### config.mk
export PLATFORM = sky130hd
export DESIGN_NAME = text_to_long_any_base_unit
export DESIGN_NICKNAME = d
export VERILOG_FILES = /design/src/ttlab_pkg.sv /design/src/ttlab_front.sv /design/src/ttlab_queue.sv /design/src/ttlab_back.sv /design/src/text_to_long_any_base_unit.sv
export SDC_FILE = /design/constraint.sdc
export NUM_CORES = 2
export LEC_CHECK = 0
export BUFFER_PORTS_ARGS = -buffer_cell sky130_fd_sc_hd__buf_4
export CAP_MARGIN = 20
export CORE_MARGIN = 3
export CORE_UTILIZATION = 45
export CTS_CLUSTER_SIZE = 12
export DETAILED_ROUTE_END_ITERATION = 6
export MAX_ROUTING_LAYER = met4
export PLACE_DENSITY = 0.7
export SETUP_SLACK_MARGIN = 0.1
export SYNTH_ARGS = -nofsm -noshare
export SYNTH_HDL_FRONTEND = slang
export SYNTH_SLANG_ARGS = --single-unit
### constraint.sdc
create_clock -name clk_i -period 9 [get_ports clk_i]
set_input_delay 1.35 -clock clk_i [delete_from_list [all_inputs] [get_ports clk_i]]
set_output_delay 1.35 -clock clk_i [all_outputs]
set_load 0.01 [all_outputs]
### src/ttlab_pkg.sv
// Package for the streaming text-to-long converter: the per-unit record that
// passes from the front end to the back end, scan phases and character codes.
// No dependencies.
`default_nettype none

package ttlab_pkg;

  localparam int unsigned MaxStringUnitsDefault = 65535;
  localparam int unsigned QueueDepth = 2;

  localparam int unsigned CuW    = 16;
  localparam int unsigned CountW = 16;
  localparam int unsigned RadixW = 6;
  localparam int unsigned DigW   = 6;
  localparam int unsigned ValW   = 64;
  localparam int unsigned ProdW  = ValW + RadixW;

  localparam logic [RadixW-1:0] RadixReset = 6'd10;
  localparam logic [RadixW-1:0] RadixAuto  = 6'd0;
  localparam logic [RadixW-1:0] BaseOct    = 6'd8;
  localparam logic [RadixW-1:0] BaseDec    = 6'd10;
  localparam logic [RadixW-1:0] BaseHex    = 6'd16;

  localparam logic [CuW-1:0] ChSpace = 16'h0020;
  localparam logic [CuW-1:0] ChTab   = 16'h0009;
  localparam logic [CuW-1:0] ChCr    = 16'h000D;
  localparam logic [CuW-1:0] ChPlus  = 16'h002B;
  localparam logic [CuW-1:0] ChMinus = 16'h002D;
  localparam logic [CuW-1:0] ChZero  = 16'h0030;
  localparam logic [CuW-1:0] ChNine  = 16'h0039;
  localparam logic [CuW-1:0] ChLowA  = 16'h0061;
  localparam logic [CuW-1:0] ChLowZ  = 16'h007A;
  localparam logic [CuW-1:0] ChUpA   = 16'h0041;
  localparam logic [CuW-1:0] ChUpZ   = 16'h005A;
  localparam logic [CuW-1:0] ChLowX  = 16'h0078;
  localparam logic [CuW-1:0] ChUpX   = 16'h0058;

  localparam logic [ValW-1:0] LongMax = 64'h7FFF_FFFF_FFFF_FFFF;
  localparam logic [ValW-1:0] LongMin = 64'h8000_0000_0000_0000;

  typedef enum logic [4:0] {
    PH_LEAD   = 5'b00001,
    PH_START  = 5'b00010,
    PH_ZERO   = 5'b00100,
    PH_DIGITS = 5'b01000,
    PH_DONE   = 5'b10000
  } phase_e;

  // One classified code unit.
  typedef struct packed {
    logic              is_space;
    logic              is_sign;
    logic              is_minus;
    logic              is_zero;
    logic              is_x;
    logic              dig_ok;
    logic [DigW-1:0]   dig;
    logic [CountW-1:0] end_pos;
    logic              last;
  } unit_t;

  function automatic logic [DigW:0] digit_of(input logic [CuW-1:0] c);
    logic [CuW-1:0] t;
    begin
      t = '0;
      if (c >= ChZero && c <= ChNine) begin
        t = c - ChZero;
        digit_of = {1'b1, t[DigW-1:0]};
      end else if (c >= ChLowA && c <= ChLowZ) begin
        t = c - ChLowA + 16'd10;
        digit_of = {1'b1, t[DigW-1:0]};
      end else if (c >= ChUpA && c <= ChUpZ) begin
        t = c - ChUpA + 16'd10;
        digit_of = {1'b1, t[DigW-1:0]};
      end else begin
        digit_of = '0;
      end
    end
  endfunction

endpackage

`default_nettype wire

### src/ttlab_front.sv
// Front end: tracks the position inside the current string and classifies
// each accepted code unit. Depends on ttlab_pkg.
`default_nettype none

module ttlab_front import ttlab_pkg::*; #(
  parameter int unsigned MAX_STRING_UNITS = MaxStringUnitsDefault
) (
  input  wire logic           clk_i,
  input  wire logic           rst_ni,
  input  wire logic           accept_i,
  input  wire logic [CuW-1:0] code_unit_i,
  input  wire logic           last_unit_i,
  output unit_t               unit_o
);

  localparam int unsigned PosW = $clog2(MAX_STRING_UNITS + 1);
  localparam logic [PosW-1:0] PosMax = PosW'(MAX_STRING_UNITS);

  logic [PosW-1:0] pos_q, pos_d;
  logic [PosW:0]   pos_inc;
  logic            term;
  logic [CuW-1:0]  c;
  logic [DigW:0]   d;

  assign term    = (pos_q >= PosMax);
  assign pos_inc = {1'b0, pos_q} + 1'b1;
  // Units past the length limit behave as a terminator.
  assign c       = term ? '0 : code_unit_i;
  assign d       = digit_of(c);

  always_comb begin
    unit_o.is_space = (c == ChSpace) || (c >= ChTab && c <= ChCr);
    unit_o.is_sign  = (c == ChPlus) || (c == ChMinus);
    unit_o.is_minus = (c == ChMinus);
    unit_o.is_zero  = (c == ChZero);
    unit_o.is_x     = (c == ChLowX) || (c == ChUpX);
    unit_o.dig_ok   = d[DigW];
    unit_o.dig      = d[DigW-1:0];
    unit_o.end_pos  = CountW'(pos_inc);
    unit_o.last     = last_unit_i;
  end

  always_comb begin
    pos_d = pos_q;
    if (accept_i) begin
      if (last_unit_i) begin
        pos_d = '0;
      end else if (!term) begin
        pos_d = pos_inc[PosW-1:0];
      end
    end
  end

  always_ff @(posedge clk_i or negedge rst_ni) begin
    if (!rst_ni) begin
      pos_q <= '0;
    end else begin
      pos_q <= pos_d;
    end
  end

endmodule

`default_nettype wire

### src/ttlab_queue.sv
// Short queue of classified units between the front end and the back end.
// Depends on ttlab_pkg.
`default_nettype none

module ttlab_queue import ttlab_pkg::*; (
  input  wire logic  clk_i,
  input  wire logic  rst_ni,
  input  wire logic  wr_i,
  input  wire unit_t wdata_i,
  output logic       full_o,
  input  wire logic  rd_i,
  output unit_t      rdata_o,
  output logic       empty_o
);

  localparam int unsigned PtrW = (QueueDepth > 1) ? $clog2(QueueDepth) : 1;
  localparam int unsigned CntW = $clog2(QueueDepth + 1);
  localparam logic [PtrW-1:0] PtrLast = PtrW'(QueueDepth - 1);

  unit_t           mem_q [QueueDepth];
  logic [PtrW-1:0] wptr_q, wptr_d, rptr_q, rptr_d;
  logic [CntW-1:0] cnt_q, cnt_d;
  logic            do_wr, do_rd;

  assign full_o  = (cnt_q == CntW'(QueueDepth));
  assign empty_o = (cnt_q == '0);
  assign do_wr   = wr_i && !full_o;
  assign do_rd   = rd_i && !empty_o;
  assign rdata_o = mem_q[rptr_q];

  always_comb begin
    wptr_d = wptr_q;
    rptr_d = rptr_q;
    cnt_d  = cnt_q;
    if (do_wr) begin
      wptr_d = (wptr_q == PtrLast) ? '0 : wptr_q + 1'b1;
    end
    if (do_rd) begin
      rptr_d = (rptr_q == PtrLast) ? '0 : rptr_q + 1'b1;
    end
    if (do_wr && !do_rd) begin
      cnt_d = cnt_q + 1'b1;
    end else if (do_rd && !do_wr) begin
      cnt_d = cnt_q - 1'b1;
    end
  end

  always_ff @(posedge clk_i) begin
    if (do_wr) begin
      mem_q[wptr_q] <= wdata_i;
    end
  end

  always_ff @(posedge clk_i or negedge rst_ni) begin
    if (!rst_ni) begin
      wptr_q <= '0;
      rptr_q <= '0;
      cnt_q  <= '0;
    end else begin
      wptr_q <= wptr_d;
      rptr_q <= rptr_d;
      cnt_q  <= cnt_d;
    end
  end

endmodule

`default_nettype wire

### src/ttlab_back.sv
// Back end: scan state machine, digit accumulator with overflow check, and
// the result register with final saturation. Depends on ttlab_pkg.
`default_nettype none

module ttlab_back import ttlab_pkg::*; (
  input  wire logic              clk_i,
  input  wire logic              rst_ni,
  input  wire logic [RadixW-1:0] radix_i,
  input  wire unit_t             unit_i,
  input  wire logic              unit_avail_i,
  output logic                   unit_take_o,
  output logic                   res_valid_o,
  input  wire logic              res_take_i,
  output logic signed [ValW-1:0] value_o,
  output logic [CountW-1:0]      consumed_count_o,
  output logic                   no_digits_o
);

  phase_e              phase_q, phase_d;
  logic                neg_q, neg_d;
  logic [RadixW-1:0]   base_q, base_d;
  logic [ValW-1:0]     mag_q, mag_d;
  logic                ovf_q, ovf_d;
  logic [CountW-1:0]   end_q, end_d;
  logic                seen_q, seen_d;

  logic                rv_q;
  logic                r_neg_q, r_ovf_q, r_seen_q;
  logic [ValW-1:0]     r_mag_q;
  logic [CountW-1:0]   r_end_q;

  logic [RadixW-1:0]   start_base, mul_base;
  logic                zero_prefix, do_start, do_take, dig_fits;
  logic [ProdW-1:0]    prod;

  assign unit_take_o = unit_avail_i && (!rv_q || res_take_i);

  assign start_base  = (radix_i == RadixAuto) ? BaseDec : radix_i;
  assign zero_prefix = ((radix_i == RadixAuto) || (radix_i == BaseHex)) && unit_i.is_zero;
  assign mul_base    = ((phase_q == PH_ZERO) || (phase_q == PH_DIGITS)) ? base_q : start_base;
  assign dig_fits    = unit_i.dig_ok && (unit_i.dig < mul_base);
  assign prod        = ProdW'(mag_q) * ProdW'(mul_base) + ProdW'(unit_i.dig);

  always_comb begin
    phase_d  = phase_q;
    neg_d    = neg_q;
    base_d   = base_q;
    mag_d    = mag_q;
    ovf_d    = ovf_q;
    end_d    = end_q;
    seen_d   = seen_q;
    do_start = 1'b0;
    do_take  = 1'b0;
    unique case (phase_q)
      PH_LEAD: begin
        if (!unit_i.is_space) begin
          if (unit_i.is_sign) begin
            neg_d   = unit_i.is_minus;
            phase_d = PH_START;
          end else begin
            do_start = 1'b1;
          end
        end
      end
      PH_START: begin
        do_start = 1'b1;
      end
      PH_ZERO: begin
        if (unit_i.is_x) begin
          base_d  = BaseHex;
          seen_d  = 1'b0;
          end_d   = '0;
          phase_d = PH_DIGITS;
        end else begin
          do_take = 1'b1;
        end
      end
      PH_DIGITS: begin
        do_take = 1'b1;
      end
      PH_DONE: begin
      end
      default: begin
      end
    endcase
    if (do_start) begin
      if (zero_prefix) begin
        base_d  = (radix_i == RadixAuto) ? BaseOct : BaseHex;
        seen_d  = 1'b1;
        end_d   = unit_i.end_pos;
        mag_d   = '0;
        phase_d = PH_ZERO;
      end else begin
        base_d  = start_base;
        do_take = 1'b1;
      end
    end
    if (do_take) begin
      if (dig_fits) begin
        if (|prod[ProdW-1:ValW]) begin
          ovf_d = 1'b1;
        end else begin
          mag_d = prod[ValW-1:0];
        end
        seen_d  = 1'b1;
        end_d   = unit_i.end_pos;
        phase_d = PH_DIGITS;
      end else begin
        phase_d = PH_DONE;
      end
    end
  end

  always_ff @(posedge clk_i or negedge rst_ni) begin
    if (!rst_ni) begin
      phase_q <= PH_LEAD;
      neg_q   <= 1'b0;
      base_q  <= '0;
      mag_q   <= '0;
      ovf_q   <= 1'b0;
      end_q   <= '0;
      seen_q  <= 1'b0;
      rv_q    <= 1'b0;
    end else begin
      // A new result replaces the popped one in the same cycle.
      rv_q <= (unit_take_o && unit_i.last) || (rv_q && !res_take_i);
      if (unit_take_o) begin
        if (unit_i.last) begin
          phase_q <= PH_LEAD;
          neg_q   <= 1'b0;
          base_q  <= '0;
          mag_q   <= '0;
          ovf_q   <= 1'b0;
          end_q   <= '0;
          seen_q  <= 1'b0;
        end else begin
          phase_q <= phase_d;
          neg_q   <= neg_d;
          base_q  <= base_d;
          mag_q   <= mag_d;
          ovf_q   <= ovf_d;
          end_q   <= end_d;
          seen_q  <= seen_d;
        end
      end
    end
  end

  // Result payload: raw scan outcome, formatted on the way out.
  always_ff @(posedge clk_i) begin
    if (unit_take_o && unit_i.last) begin
      r_neg_q  <= neg_d;
      r_ovf_q  <= ovf_d;
      r_seen_q <= seen_d;
      r_mag_q  <= mag_d;
      r_end_q  <= end_d;
    end
  end

  assign res_valid_o = rv_q;

  always_comb begin
    value_o = '0;
    if (r_seen_q) begin
      if (r_ovf_q) begin
        value_o = r_neg_q ? LongMin : LongMax;
      end else if (r_neg_q) begin
        value_o = (r_mag_q > LongMin) ? LongMin : (~r_mag_q + 1'b1);
      end else begin
        value_o = (r_mag_q > LongMax) ? LongMax : r_mag_q;
      end
    end
    consumed_count_o = r_seen_q ? r_end_q : '0;
    no_digits_o      = !r_seen_q;
  end

endmodule

`default_nettype wire

### src/text_to_long_any_base_unit.sv
// Top level of the streaming text-to-long converter in any base.
// Instantiates ttlab_front, ttlab_queue and ttlab_back; uses ttlab_pkg.
//
//   Channel   Handshake               Payload
//   input     push / full             code_unit_i, last_unit_i
//   result    empty / pop             value_o, consumed_count_o, no_digits_o
//   config    cfg_we_i                cfg_wdata_i (radix)
//
// One code unit per cycle is sustained while each result is popped as it appears;
// a result shows on the ports once the last unit of its string has passed the
// queue and been taken into the back end's result register. The rate is set by the
// back end's accumulator loop, one 64-by-6-bit multiply-add and overflow check
// per cycle. A two-entry queue decouples the front end from the back end; while
// a result waits to be popped the back end holds, and the input still takes up
// to two more units. full rises only when both the queue and the result
// register are occupied. Reset clears all scan state and sets the radix to ten;
// no clearing pass is needed.
`default_nettype none

module text_to_long_any_base_unit import ttlab_pkg::*; #(
  parameter int unsigned MAX_STRING_UNITS = MaxStringUnitsDefault
) (
  input  wire logic              clk_i,
  input  wire logic              rst_ni,
  input  wire logic              push,
  output logic                   full,
  input  wire logic [CuW-1:0]    code_unit_i,
  input  wire logic              last_unit_i,
  output logic                   empty,
  input  wire logic              pop,
  output logic signed [ValW-1:0] value_o,
  output logic [CountW-1:0]      consumed_count_o,
  output logic                   no_digits_o,
  input  wire logic              cfg_we_i,
  input  wire logic [RadixW-1:0] cfg_wdata_i
);

  logic [RadixW-1:0] radix_q;
  logic              in_accept;
  unit_t             front_unit, q_unit;
  logic              q_empty, q_rd;
  logic              res_valid;

  assign in_accept = push && !full;
  assign empty     = !res_valid;

  // The radix register must be written only while the converter is idle; the block itself does not enforce this.
  always_ff @(posedge clk_i or negedge rst_ni) begin
    if (!rst_ni) begin
      radix_q <= RadixReset;
    end else if (cfg_we_i) begin
      radix_q <= cfg_wdata_i;
    end
  end

  ttlab_front #(
    .MAX_STRING_UNITS(MAX_STRING_UNITS)
  ) u_front (
    .clk_i       (clk_i),
    .rst_ni      (rst_ni),
    .accept_i    (in_accept),
    .code_unit_i (code_unit_i),
    .last_unit_i (last_unit_i),
    .unit_o      (front_unit)
  );

  ttlab_queue u_queue (
    .clk_i   (clk_i),
    .rst_ni  (rst_ni),
    .wr_i    (push),
    .wdata_i (front_unit),
    .full_o  (full),
    .rd_i    (q_rd),
    .rdata_o (q_unit),
    .empty_o (q_empty)
  );

  ttlab_back u_back (
    .clk_i            (clk_i),
    .rst_ni           (rst_ni),
    .radix_i          (radix_q),
    .unit_i           (q_unit),
    .unit_avail_i     (!q_empty),
    .unit_take_o      (q_rd),
    .res_valid_o      (res_valid),
    .res_take_i       (pop && res_valid),
    .value_o          (value_o),
    .consumed_count_o (consumed_count_o),
    .no_digits_o      (no_digits_o)
  );

endmodule

`default_nettype wire

==> results.cfg <==
[worst_setup_path]
critPathLaunchType = flop
crit_path_frequent_cell = buf_4
cp_top_family = compound AO/OA/AOI/OAI gates
crit_type = flop to flop
cpPeakStageDelay_ns = 0.60
worstPathMaxFanout = 66
cp-end-kind = flop
cp_num_buf_inv = 5
worst_ep_arrival_time_ns = 8.86
crit_required_ns = 9.34
crit_slowest_cell = a211oi_1
crit_chain = nor2b_1 -> o21ai_1 -> buf_4 -> mux2i_4 -> buf_4 -> buf_4 -> nor2b_1 -> fa_1 -> fa_1 -> fa_1 -> ha_1 -> ha_1 -> a21oi_1 -> o221ai_1 -> a211oi_1 -> nor2_1 -> a211oi_1 -> o21ai_0 -> o2111a_1 -> nand4b_1 -> buf_4 -> buf_12 -> o21ai_0

[timing]
hold_ws_ns = 0.492
worstMarginPinSlew_ns = 1.07
drv_slew = 0
period_share_pct = 94.7
setup_viol_count_final = 0
fin_crit_ns = 8.52
rsz0062_at_grt = true
hold_viol = 0
slew_headroom_pct = 28.7
fmax_ghz = 0.117
finClkSkew_ns = 0.0160
setup_tns_ns = 0

[die]
row_count = 88
core_area_um2 = 57900
die_x_um = 249
die_area_um2 = 61800
die_y_um = 249
ioPinCount = 111
start_util_pct = 45.7

[route]
via_per_inst = 5.95
wire_per_inst_um = 20.3
firstDrtPassIters = 5
antenna_left = 0
vias = 21269
totalWireLength_mm = 72.5
remaining_drc_errors = 0
drt_iter0_markers = 1507

[power_and_ir_drop]
sw_frac_of_total_pct = 41.3
leakage_nw = 13.0
clkPwrFrac_pct = 24.0
power_density_nw_per_um2 = 188
pwr-share-seq_pct = 35.6
p_int_w = 0.00321
pwr-share-comb_pct = 40.4
irDropWorstVdd_mv = 0.259
p_sw_w = 0.00225

[logic_synthesis]
synth_cell_types = 80
syn_area_um2 = 26500
ys.flop_type = edfxtp_1
postSynthCellCount = 2778
synth_area_leaders = fa_1 19%, edfxtp_1 16%, dfrtp_1 11%
async_flop_share_pct = 46.2
synth_top_area_cell = fa_1
avgSynthCellArea_um2 = 9.53
synth_edf_count = 141
yosys_register_bits = 262
synthesis.nets = 3222
synth_top_area_share_pct = 19.1
synth_seq_area_share_pct = 27.4
yosysWarnings = 0

[cells_and_area]
final_util_pct = 50.1
nNetsFinal = 3227
final_common_cell = fa_1
layoutNonFillerInstCount = 3573
synthToLayoutAreaGrowth_pct = 9.60
final_cell_mix = 252 x fa_1, 251 x nor2b_1, 198 x a21oi_1
drive_gt1_share_pct = 8.83
final_area_um2 = 29000
num_antenna_cells = 0

[clocking]
cts_setup_buffers = 0
cts.sinks = 262
cts_max_path_buffers = 3
clkTransAtPathRegs_ns = 0.07
cts_buffers = 31
cts_root_buffer = clkbuf_16
cts_hold_buf = 0
htreeDepth = 1
clkLatencyLatePin_ns = 0.61
cts_tree = done

[hold_path]
hp-class = flop to flop

[global_routing]
grt_pass1_wl_mm = 118
grt.overflow.total = 0
grt_pass1_vias = 21647
grt_usage_pct = 23.8
antenna_found_initial = 0
grt_max_degree = 129

[flow_run]
maxCapViolCount = 0

[place]
gp_congestion = 0.942
dpl.cell_count = 3513
dp_hpwl_mm = 55.0
dpl_cell_area_um2 = 27900
numPortBuffers = 110

[run_status]
outcome = finished clean
==> per-stage QoR <==
stage / total power [W] / setup slack [ns]
after CTS: 0.00546 / 0.408
final: 0.00546 / 0.481
after global placement: 0.00408 / 0.614
after global routing: 0.00579 / 0.0714
after detailed placement: 0.00414 / 0.467
after floorplan: 0.00323 / 1.90
==> power by group through the flow <==
stage	Clock, W	Sequential, W	Combinational, W
3_3_place_gp	0	0.00194	0.00214
2_1_floorplan	0	0.00181	0.00142
5_1_grt	0.00139	0.00198	0.00242
3_5_place_dp	0	0.00195	0.00218
6_report	0.00131	0.00194	0.00221
4_1_cts	0.00133	0.00193	0.00220
==> cell type report <==
| cell class | instances | area [um2] |
|---|---|---|
| Clock inverter | 15 | 181 |
| Timing Repair Buffer | 143 | 1110 |
| Fill cell | 5364 | 28900 |
| Inverter | 84 | 315 |
| Tap cell | 765 | 957 |
| Multi-Input combinational cell | 2261 | 18300 |
| Clock buffer | 43 | 871 |
| Sequential cell | 262 | 7270 |
==> flip-flops by register name, indices dropped and copies added (netlist names), 2 cells and up <==
| register | cells |
|---|---|
| u_queue.mem_q | 58 |
| u_back.mag_q | 64 |
| u_front.pos_q | 16 |
| radix_q | 6 |
| u_back.r_end_q | 16 |
| u_back.phase_q | 5 |
| u_back.end_q | 16 |
| u_back.base_q | 6 |
| u_back.r_mag_q | 64 |
| u_queue.cnt_q | 2 |
==> what timing repair did <==
| action | CTS | global route |
|---|---|---|
| endpoints found under the setup margin | 0 | 35 |
| endpoints found under the hold margin | 0 | 0 |
| gates resized for setup | 0 | 1 |
==> worst paths after layout <==
| check | slack, ns | cells past startpoint | end | startpoint |
|---|---|---|---|---|
| setup / recovery | 0.48 | 23 | u_back.r_mag_q[46] | u_back.phase_q[3] |
| hold / removal | 0.49 | 2 | u_back.base_q[1] | u_back.base_q[1] |
| setup reg to reg | 0.48 | 23 | u_back.r_mag_q[46] | u_back.phase_q[3] |
| hold reg to reg | 0.49 | 2 | u_back.base_q[1] | u_back.base_q[1] |
| max in group asynchronous | 7.19 | 2 | u_front.pos_q[4] | rst_ni |
| min in group asynchronous | 0.69 | 1 | u_queue.rptr_q | rst_ni |
==> kinds of logic (layout without fill, tap and decap cells) <==
family	count (synthesis)	in the layout	share of synthesized area (%)
xor gates and xnor gates	89	89	2.94
muxes	41	41	1.61
AOI/OAI and AO/OA	675	675	15.9
and+or+nand+nor	1040	1040	21.5
buffers and inverters	255	285	3.73
adders and majority gates	416	416	26.8
DFF	262	262	27.4
==> synth_stat cells, drive strengths merged, types with 51 or more instances <==
cell / number
dfrtp: 118
nor2: 120
clkbuf: 148
and2: 148
o21ai: 200
o2bb2ai: 61
nor3: 51
nor2b: 252
fa: 252
inv: 83
ha: 164
edfxtp: 141
nand2: 180
nand3: 92
a21oi: 199
==> layer usage <==
metal  wire [um]  track usage, %  up-vias  part of all wire, %
li1            -               -     9803                    -
met1       30700            30.6    10576                   42
met2       34400            38.7      771                   47
met3        5740            5.07      119                  7.9
met4        1720            5.65        0                  2.4
met5           0               -        -                    0
==> worst register-to-register path, stage by stage (launching register included) <==
cell and delay [ns]:
dfrtp_1 0.45, nor2b_1 0.17, o21ai_1 0.13, buf_4 0.24
mux2i_4 0.26, buf_4 0.33, buf_4 0.51, nor2b_1 0.16
fa_1 0.52, fa_1 0.54, fa_1 0.50, ha_1 0.31
ha_1 0.46, a21oi_1 0.42, o221ai_1 0.32, a211oi_1 0.37
nor2_1 0.08, a211oi_1 0.60, o21ai_0 0.35, o2111a_1 0.35
nand4b_1 0.15, buf_4 0.50, buf_12 0.32, o21ai_0 0.20
(Power assumes the default switching activity.)
